$ cat src/sv/ais_pkg.sv
// ============================================================================
// ais_pkg
// Types and constants shared by the interval smoother's interfaces and modules.
// ============================================================================
package ais_pkg;

    localparam int TICK_W = 64;
    localparam int VAL_W  = 32;
    localparam int GAIN_W = 16;

    typedef logic [TICK_W-1:0] t_tick;
    typedef logic [VAL_W-1:0]  t_val;
    typedef logic [GAIN_W-1:0] t_gain;

    // Register reset: about 1e-6 ms per tick as a Q0.32 fraction.
    localparam t_val MS_PER_TICK_RESET = 32'd4295;

    // Minimum gains in Q0.16: 1/32 and 1/64.
    localparam t_gain GAIN_FLOOR_FAST = 16'd2048;
    localparam t_gain GAIN_FLOOR_SLOW = 16'd1024;

    localparam logic KIND_SAVE   = 1'b0;
    localparam logic KIND_UPDATE = 1'b1;

endpackage

$ cat src/sv/ais_if.sv
// ============================================================================
// ais_if
// Valid/ready channels of the interval smoother: input, result and register.
// ============================================================================
interface ais_in_if;
    logic             valid;
    logic             ready;
    logic             kind;
    ais_pkg::t_tick   tick_count;

    modport source (output valid, output kind, output tick_count, input ready);
    modport sink   (input valid, input kind, input tick_count, output ready);
endinterface

interface ais_out_if;
    logic             valid;
    logic             ready;
    ais_pkg::t_val    interval_ms;
    ais_pkg::t_val    smoothed_ms;
    ais_pkg::t_val    very_smoothed_ms;

    modport source (output valid, output interval_ms, output smoothed_ms,
                    output very_smoothed_ms, input ready);
    modport sink   (input valid, input interval_ms, input smoothed_ms,
                    input very_smoothed_ms, output ready);
endinterface

interface ais_cfg_if;
    logic             valid;
    logic             ready;
    ais_pkg::t_val    data;

    modport source (output valid, output data, input ready);
    modport sink   (input valid, input data, output ready);
endinterface

$ cat src/sv/ais_mul.sv
// ============================================================================
// ais_mul
// Shared 32 x 32 unsigned multiplier with a registered product.
// ============================================================================
module ais_mul (
    input  logic                   i_clk,
    input  ais_pkg::t_val          i_a,
    input  ais_pkg::t_val          i_b,
    output logic [2*ais_pkg::VAL_W-1:0] o_p
);
    import ais_pkg::*;

    logic [2*VAL_W-1:0] r_p;

    // The product is registered: it appears in the cycle after the operands.
    always_ff @(posedge i_clk) begin
        r_p <= {{VAL_W{1'b0}}, i_a} * {{VAL_W{1'b0}}, i_b};
    end

    assign o_p = r_p;

endmodule

$ cat src/sv/ais_div.sv
// ============================================================================
// ais_div
// Restoring divider giving floor(num * 2^16 / den), one quotient bit a cycle.
// ============================================================================
module ais_div (
    input  logic                 i_clk,
    input  logic                 i_rst_n,
    input  logic                 i_start,
    input  ais_pkg::t_val        i_num,
    input  logic [ais_pkg::VAL_W:0] i_den,
    output logic                 o_done,
    output ais_pkg::t_gain       o_quot
);
    import ais_pkg::*;

    logic [VAL_W:0]         r_rem;
    logic [VAL_W:0]         r_den;
    t_gain                  r_quot;
    logic [3:0]             r_cnt;
    logic                   r_busy;
    logic                   r_done;
    logic [VAL_W+1:0]       shifted;
    logic [VAL_W+1:0]       trial;
    logic                   fits;

    // The numerator is below the divisor, so sixteen steps give the whole quotient.
    assign shifted = {r_rem, 1'b0};
    assign trial   = shifted - {1'b0, r_den};
    assign fits    = shifted >= {1'b0, r_den};

    always_ff @(posedge i_clk) begin
        if (!i_rst_n) begin
            r_busy <= 1'b0;
            r_done <= 1'b0;
            r_cnt  <= '0;
        end else begin
            r_done <= 1'b0;
            if (i_start) begin
                r_busy <= 1'b1;
                r_cnt  <= 4'd15;
            end else if (r_busy) begin
                r_cnt <= r_cnt - 4'd1;
                if (r_cnt == 4'd0) begin
                    r_busy <= 1'b0;
                    r_done <= 1'b1;
                end
            end
        end
    end

    always_ff @(posedge i_clk) begin
        if (i_start) begin
            r_rem  <= {1'b0, i_num};
            r_den  <= i_den;
            r_quot <= '0;
        end else if (r_busy) begin
            r_rem  <= fits ? trial[VAL_W:0] : shifted[VAL_W:0];
            r_quot <= {r_quot[GAIN_W-2:0], fits};
        end
    end

    assign o_done = r_done;
    assign o_quot = r_quot;

endmodule

$ cat src/sv/adaptive_interval_smoother_top.sv
// ============================================================================
// adaptive_interval_smoother_top
// Frame interval measurement with two adaptive exponential averages.
// ============================================================================
// Sequence: a save beat goes straight to the output state. An update beat
// runs through the 16-step divider and four passes through the shared
// multiplier, then waits in the output state for a free output register.
// Throughput: one beat at a time; the next beat is taken once the previous one
// has been placed in the output register.
// Reset clears the start time, the interval and both averages, and loads the
// scale register with its default.
module adaptive_interval_smoother_top (
    input  logic         i_clk,
    input  logic         i_rst_n,
    ais_in_if.sink       i_in,
    ais_out_if.source    o_out,
    ais_cfg_if.sink      i_cfg
);
    import ais_pkg::*;

    // Sequencer states.
    localparam logic [3:0] ST_IDLE = 4'd0;
    localparam logic [3:0] ST_MHI  = 4'd1;
    localparam logic [3:0] ST_MLO  = 4'd2;
    localparam logic [3:0] ST_CONV = 4'd3;
    localparam logic [3:0] ST_CMP  = 4'd4;
    localparam logic [3:0] ST_DIV  = 4'd5;
    localparam logic [3:0] ST_G    = 4'd6;
    localparam logic [3:0] ST_A1   = 4'd7;
    localparam logic [3:0] ST_A2   = 4'd8;
    localparam logic [3:0] ST_OUT  = 4'd9;

    logic [3:0]          r_state;
    logic [3:0]          n_state;

    // Architectural state.
    t_val                r_scale;
    t_tick               r_start;
    t_val                r_last;
    t_val                r_smooth;
    t_val                r_slow;

    // Working registers.
    t_tick               r_elapsed;
    logic [2*VAL_W-1:0]  r_phi;
    t_val                r_d;
    t_val                r_diff;
    t_gain               r_f;

    // Output register.
    logic                r_ovalid;
    t_val                r_o_int;
    t_val                r_o_smooth;
    t_val                r_o_slow;

    // Arithmetic units.
    t_val                mul_a;
    t_val                mul_b;
    logic [2*VAL_W-1:0]  mul_p;
    logic                div_start;
    logic                div_done;
    t_gain               div_quot;

    logic                in_acc;
    logic                out_free;
    logic [48:0]         conv_sum;
    t_val                conv_d;
    logic                d_ge_s;
    t_val                diff_s;
    t_val                max_ds;
    logic                d_ge_slow;
    t_val                diff_slow;
    t_gain               g_fast;
    t_gain               g_slow;
    t_val                step;

    assign in_acc   = i_in.valid && i_in.ready;
    assign out_free = !r_ovalid || o_out.ready;

    assign i_in.ready  = (r_state == ST_IDLE);
    assign i_cfg.ready = 1'b1;

    // Interval: elapsed * scale / 2^16 from the two 32-bit halves, saturated.
    // The high partial product must fit in 16 bits, and the sum in 32 bits.
    assign conv_sum = {17'd0, r_phi[15:0], 16'd0} + {1'b0, mul_p[2*VAL_W-1:16]};
    assign conv_d   = ((r_phi[2*VAL_W-1:16] != '0) || (conv_sum[48:32] != '0))
                      ? '1 : conv_sum[31:0];

    // Gain inputs: distance from the interval to the fast average and the larger
    // of the two. The divisor adds one LSB so it is never zero.
    assign d_ge_s    = r_d >= r_smooth;
    assign diff_s    = d_ge_s ? (r_d - r_smooth) : (r_smooth - r_d);
    assign max_ds    = d_ge_s ? r_d : r_smooth;
    assign d_ge_slow = r_d >= r_slow;
    assign diff_slow = d_ge_slow ? (r_d - r_slow) : (r_slow - r_d);
    assign div_start = (r_state == ST_CMP);

    assign g_fast = (div_quot > GAIN_FLOOR_FAST) ? div_quot : GAIN_FLOOR_FAST;
    assign g_slow = (r_f > GAIN_FLOOR_SLOW) ? r_f : GAIN_FLOOR_SLOW;

    // The average step is the product scaled back from Q0.16.
    assign step = mul_p[VAL_W+15:16];

    // The multiplier is shared by four passes: the two halves of the elapsed
    // count, then the fast and slow average steps.
    always_comb begin
        mul_a = r_elapsed[VAL_W-1:0];
        mul_b = r_scale;
        case (r_state)
            ST_MHI: begin
                mul_a = r_elapsed[2*VAL_W-1:VAL_W];
                mul_b = r_scale;
            end
            ST_MLO: begin
                mul_a = r_elapsed[VAL_W-1:0];
                mul_b = r_scale;
            end
            ST_G: begin
                mul_a = r_diff;
                mul_b = {{(VAL_W-GAIN_W){1'b0}}, g_fast};
            end
            ST_A1: begin
                mul_a = diff_slow;
                mul_b = {{(VAL_W-GAIN_W){1'b0}}, g_slow};
            end
            default: begin
                mul_a = r_elapsed[VAL_W-1:0];
                mul_b = r_scale;
            end
        endcase
    end

    ais_mul u_mul (
        .i_clk (i_clk),
        .i_a   (mul_a),
        .i_b   (mul_b),
        .o_p   (mul_p)
    );

    ais_div u_div (
        .i_clk   (i_clk),
        .i_rst_n (i_rst_n),
        .i_start (div_start),
        .i_num   (diff_s),
        .i_den   ({1'b0, max_ds} + {{VAL_W{1'b0}}, 1'b1}),
        .o_done  (div_done),
        .o_quot  (div_quot)
    );

    always_comb begin
        n_state = r_state;
        case (r_state)
            ST_IDLE: begin
                if (in_acc) begin
                    n_state = (i_in.kind == KIND_UPDATE) ? ST_MHI : ST_OUT;
                end
            end
            ST_MHI:  n_state = ST_MLO;
            ST_MLO:  n_state = ST_CONV;
            ST_CONV: n_state = ST_CMP;
            ST_CMP:  n_state = ST_DIV;
            ST_DIV: begin
                if (div_done) begin
                    n_state = ST_G;
                end
            end
            ST_G:    n_state = ST_A1;
            ST_A1:   n_state = ST_A2;
            ST_A2:   n_state = ST_OUT;
            ST_OUT: begin
                if (out_free) begin
                    n_state = ST_IDLE;
                end
            end
            default: n_state = ST_IDLE;
        endcase
    end

    // Control state, the scale register and the architectural state.
    always_ff @(posedge i_clk) begin
        if (!i_rst_n) begin
            r_state  <= ST_IDLE;
            r_scale  <= MS_PER_TICK_RESET;
            r_start  <= '0;
            r_last   <= '0;
            r_smooth <= '0;
            r_slow   <= '0;
            r_ovalid <= 1'b0;
        end else begin
            r_state <= n_state;
            if (i_cfg.valid && i_cfg.ready) begin
                r_scale <= i_cfg.data;
            end
            if (in_acc && (i_in.kind == KIND_SAVE)) begin
                r_start <= i_in.tick_count;
            end
            if (r_state == ST_CONV) begin
                r_last <= conv_d;
            end
            if (r_state == ST_A1) begin
                r_smooth <= (r_d >= r_smooth) ? (r_smooth + step) : (r_smooth - step);
            end
            if (r_state == ST_A2) begin
                r_slow <= d_ge_slow ? (r_slow + step) : (r_slow - step);
            end
            if (r_state == ST_OUT && out_free) begin
                r_ovalid <= 1'b1;
            end else if (o_out.ready) begin
                r_ovalid <= 1'b0;
            end
        end
    end

    // Working and output payload registers need no reset.
    always_ff @(posedge i_clk) begin
        if (in_acc) begin
            r_elapsed <= i_in.tick_count - r_start;
        end
        if (r_state == ST_MLO) begin
            r_phi <= mul_p;
        end
        if (r_state == ST_CONV) begin
            r_d <= conv_d;
        end
        if (r_state == ST_CMP) begin
            r_diff <= diff_s;
        end
        if (r_state == ST_G) begin
            r_f <= div_quot;
        end
        if (r_state == ST_OUT && out_free) begin
            r_o_int    <= r_last;
            r_o_smooth <= r_smooth;
            r_o_slow   <= r_slow;
        end
    end

    assign o_out.valid            = r_ovalid;
    assign o_out.interval_ms      = r_o_int;
    assign o_out.smoothed_ms      = r_o_smooth;
    assign o_out.very_smoothed_ms = r_o_slow;

    // A save beat records its tick count as the new start time.
    a_save_start: assert property (@(posedge i_clk) disable iff (!i_rst_n)
        (in_acc && (i_in.kind == KIND_SAVE)) |=> (r_start == $past(i_in.tick_count)))
        else $error("start time not captured on a save beat");

    // A new result is only ever loaded from the output state.
    a_out_src: assert property (@(posedge i_clk) disable iff (!i_rst_n)
        $rose(r_ovalid) |-> ($past(r_state) == ST_OUT))
        else $error("result loaded outside the output state");

    // The slow average moves towards the interval and never overshoots it.
    a_slow_bounded: assert property (@(posedge i_clk) disable iff (!i_rst_n)
        (r_state == ST_A2) |=>
            (($past(r_d) >= $past(r_slow)) ?
                ((r_slow >= $past(r_slow)) && (r_slow <= $past(r_d))) :
                ((r_slow <= $past(r_slow)) && (r_slow >= $past(r_d)))))
        else $error("slow average left the interval between average and target");

    // The input is never taken while the sequencer is dividing.
    a_no_accept_busy: assert property (@(posedge i_clk) disable iff (!i_rst_n)
        (r_state == ST_DIV) |-> !in_acc)
        else $error("input accepted during division");

endmodule

$ cat src/flat_wrapper.sv
// flat-port wrapper written by rule: the top's interface ports become plain ports
module adaptive_interval_smoother_top_flat import ais_pkg::*;
  (i_clk, i_rst_n, i_in_valid, i_in_kind, i_in_tick_count, i_in_ready, o_out_valid, o_out_interval_ms, o_out_smoothed_ms, o_out_very_smoothed_ms, o_out_ready, i_cfg_valid, i_cfg_data, i_cfg_ready);
  ais_in_if i_in_i ();
  ais_out_if o_out_i ();
  ais_cfg_if i_cfg_i ();
  input  logic i_clk;
  input  logic i_rst_n;
  input wire logic [$bits(i_in_i.valid)-1:0] i_in_valid;
  input wire logic [$bits(i_in_i.kind)-1:0] i_in_kind;
  input wire logic [$bits(i_in_i.tick_count)-1:0] i_in_tick_count;
  output wire logic [$bits(i_in_i.ready)-1:0] i_in_ready;
  output wire logic [$bits(o_out_i.valid)-1:0] o_out_valid;
  output wire logic [$bits(o_out_i.interval_ms)-1:0] o_out_interval_ms;
  output wire logic [$bits(o_out_i.smoothed_ms)-1:0] o_out_smoothed_ms;
  output wire logic [$bits(o_out_i.very_smoothed_ms)-1:0] o_out_very_smoothed_ms;
  input wire logic [$bits(o_out_i.ready)-1:0] o_out_ready;
  input wire logic [$bits(i_cfg_i.valid)-1:0] i_cfg_valid;
  input wire logic [$bits(i_cfg_i.data)-1:0] i_cfg_data;
  output wire logic [$bits(i_cfg_i.ready)-1:0] i_cfg_ready;
  assign i_in_i.valid = i_in_valid;
  assign i_in_i.kind = i_in_kind;
  assign i_in_i.tick_count = i_in_tick_count;
  assign i_in_ready = i_in_i.ready;
  assign o_out_valid = o_out_i.valid;
  assign o_out_interval_ms = o_out_i.interval_ms;
  assign o_out_smoothed_ms = o_out_i.smoothed_ms;
  assign o_out_very_smoothed_ms = o_out_i.very_smoothed_ms;
  assign o_out_i.ready = o_out_ready;
  assign i_cfg_i.valid = i_cfg_valid;
  assign i_cfg_i.data = i_cfg_data;
  assign i_cfg_ready = i_cfg_i.ready;
  adaptive_interval_smoother_top u_core (.i_clk(i_clk), .i_rst_n(i_rst_n), .i_in(i_in_i), .o_out(o_out_i), .i_cfg(i_cfg_i));
endmodule
$ cat config.mk
export PLATFORM = sky130hd
export DESIGN_NAME = adaptive_interval_smoother_top_flat
export DESIGN_NICKNAME = d
export VERILOG_FILES = /design/src/sv/ais_pkg.sv /design/src/sv/ais_if.sv /design/src/sv/ais_mul.sv /design/src/sv/ais_div.sv /design/src/sv/adaptive_interval_smoother_top.sv /design/src/flat_wrapper.sv
export SDC_FILE = /design/constraint.sdc
export NUM_CORES = 2
export LEC_CHECK = 0
export ABC_AREA = 1
export BUFFER_PORTS_ARGS = -buffer_cell sky130_fd_sc_hd__buf_2
export CORE_MARGIN = 1
export CORE_UTILIZATION = 30
export CTS_CLUSTER_DIAMETER = 60
export DETAILED_ROUTE_END_ITERATION = 10
export SYNTH_ARGS = -nofsm -noshare
export SYNTH_HDL_FRONTEND = slang
export SYNTH_SLANG_ARGS = --single-unit
$ cat constraint.sdc
create_clock -name i_clk -period 10.9 [get_ports i_clk]
set_input_delay 1.09 -clock i_clk [delete_from_list [all_inputs] [get_ports i_clk]]
set_output_delay 1.09 -clock i_clk [all_outputs]
set_load 0.05 [all_outputs]
==> metrics.txt <==
leading cell type in the layout, fill and taps excluded=inv_1; max cap viols=0; Max H-tree Level=3; average vias per placed instance=5.21; initial antenna violation count=18; final hold vios=0; kind of critical path=reg2reg; clk sink count=approximately 650; row count=186; CP max-delay cell=fa_1; setup_tns=0 ps; Worst Path Required=11490 ps; Core Region=between 200000 and 300000 µm²; Buf/Inv on CP=6; Top Family by Delay on Critical Path=adder cells; Post-synth EDFFs=369; I/O pin count=201; register area share after synthesis=21.7%; worst skew pair latency=740 ps; Hold WC Path Type=reg2reg; Initial DRT Pass Iterations=7; Max transition margin=17.5%; worst-margin pin slew=1230 ps; initial core utilization=30.2%; number of port buffers=199; fill cell count=approximately 27000; Synthesized Nets=about 11000; Final Util=33.5%; Syn Area/Cell=~7.8 µm²; count of cell types in the netlist=69; RSZ-0062 raised after global routing=false; first-pass GRT wire length=470000 µm; Max Freq=94.1 MHz; NumNets Final=between 10000 and 15000; Most used DFF post-synth=edfxtp_1; CTS Buf Count=78; layout cells sized above 1=7.11%; detailed-route via count=~70000; Crit path arrival time=11220 ps; kind of start point of the critical path=register; WL/cell=24.2 µm; outcome=finished clean; largest net degree at the start of global routing=106; Final Cycle Share=97.5%; hold buffers post-CTS=0; CTS root buf=clkbuf_16; post-DP HPWL=272000 µm; post-synthesis async set-or-reset flop share=0%; Synth warnings=0; gp weighted congestion=1.04; Die Width=510 µm; Detailed Route WL=327000 µm; GRT Total Usage=24.9%; Iter 0 DRT Violations=7215; area of the mapped netlist=77400 µm²; CP peak stage delay=630 ps; Final Max Tran Viols=0; antenna violation net count after detailed routing=0; Yosys reg bits=653; Gate Count Post-Synth=9907; DRC errors left=0; R2R setup slack=270 ps; CTS tree=done; die outline height=510 µm; Tmin final=10630 ps; Final setup violation count=0; clk_skew=about 56 ps; die area=260000 µm²; Resized cells post-CTS=0; number of buffers added for setup after CTS=0; crit path capture type=register; Bufs on Longest Clock Path=3; Clock Pin Slew Worst Setup and Hold Paths=60 ps; Worst Path Max Fanout=between 60 and 70; P&R area growth vs syn=11.0%; most frequent cells in the layout=1814 x inv_1, 1527 x nand2_1, 1245 x nor2_1; vias in the first global route=68401; grt ovf=0
-- sequential cells by signal, indices dropped and copies added, names as in the netlist --
register,count
u_core.r_elapsed,64
u_core.r_phi,64
u_core.r_start,64
u_core.u_mul.o_p,64
u_core.u_div.r_den,33
u_core.u_div.r_rem,33
u_core.o_out.interval_ms,32
u_core.o_out.smoothed_ms,32
u_core.o_out.very_smoothed_ms,32
u_core.r_d,32
u_core.r_diff,32
u_core.r_last,32
u_core.r_scale,32
u_core.r_slow,32
u_core.r_smooth,32
u_core.r_f,16
u_core.u_div.o_quot,16
u_core.r_state,4
u_core.u_div.r_cnt,4
u_core.o_out.valid,1
u_core.u_div.o_done,1
u_core.u_div.r_busy,1
-- kinds of logic (layout without fill, tap and decap cells) --
group,Yosys count,after routing,share of synthesized area (%)
muxes,6,6,0.0776
other,1,6,0.00484
DFF,653,653,21.7
AOI/OAI and AO/OA,1444,1444,10.6
and+or+nand+nor,3819,3819,20.7
buffers and inverters,2210,2447,11.0
adders and majority gates,1471,1471,32.6
xor gates and xnor gates,303,303,3.43
-- layer usage --
| layer | vias to the layer above | routed length [µm] | global-route usage (%) |
|---|---|---|---|
| met5 | - | 92 | 0 |
| met2 | 3549 | 137000 | 36.9 |
| met1 | 34424 | 140000 | 34.6 |
| met3 | 659 | 34500 | 6.08 |
| li1 | 31826 | - | - |
| met4 | 14 | 15100 | 10.1 |
-- per-stage QoR --
stage          hold slack (ps)  area [µm²]  std cells  setup slack, ps
6_report                   403       85900      13533              272
3_3_place_gp               389       83300      13382              235
5_1_grt                    420       85900      13529             2.73
3_5_place_dp               389       83300      13382              238
2_1_floorplan              386       77400       9907             2500
4_1_cts                    405       85900      13528              214
-- Yosys cell counts (all sizes together), types with 62 or more instances --
master / n / share of area [%]
edfxtp: 369 / 14
nand4: 75 / 0.61
xor2: 213 / 2.4
dfxtp: 284 / 7.3
nor3: 62 / 0.41
ha: 566 / 9.1
fa: 905 / 23
nand2: 1563 / 7.7
a21oi: 586 / 3.8
nor2: 1273 / 6.3
clkbuf: 226 / 1.1
buf: 141 / 0.97
a21o: 62 / 0.60
o21ai: 507 / 3.3
nand3: 736 / 4.8
inv: 1828 / 8.9
xnor2: 90 / 1.0
-- final cells by class --
class | count | area (µm²) | share of cell area, %
Clock inverter | 49 | 593 | 0.690
Clock buffer | 97 | 2030 | 2.37
Multi-Input combinational cell | 7044 | 52200 | 60.8
Sequential cell | 653 | 16800 | 19.5
Inverter | 1843 | 6920 | 8.05
Antenna cell | 5 | 12.5 | 0.0146
Tap cell | 3384 | 4230 | 4.93
Timing Repair Buffer | 458 | 3140 | 3.66
-- path summary, 6_finish.rpt --
path | endpoint | start | cells after the start
worst min register to register | u_core.r_phi[11]$_DFFE_PP_ | u_core.u_mul.o_p[11]$_DFF_P_ | 0
worst max-delay path | u_core.u_mul.o_p[53]$_DFF_P_ | u_core.r_d[10]$_DFFE_PP_ | 35
worst max register to register | u_core.u_mul.o_p[53]$_DFF_P_ | u_core.r_d[10]$_DFFE_PP_ | 35
worst min-delay path | u_core.r_phi[11]$_DFFE_PP_ | u_core.u_mul.o_p[11]$_DFF_P_ | 0
Power is not shown: default switching activity piles up to over one toggle a cycle in this logic, so the estimate is an artifact.
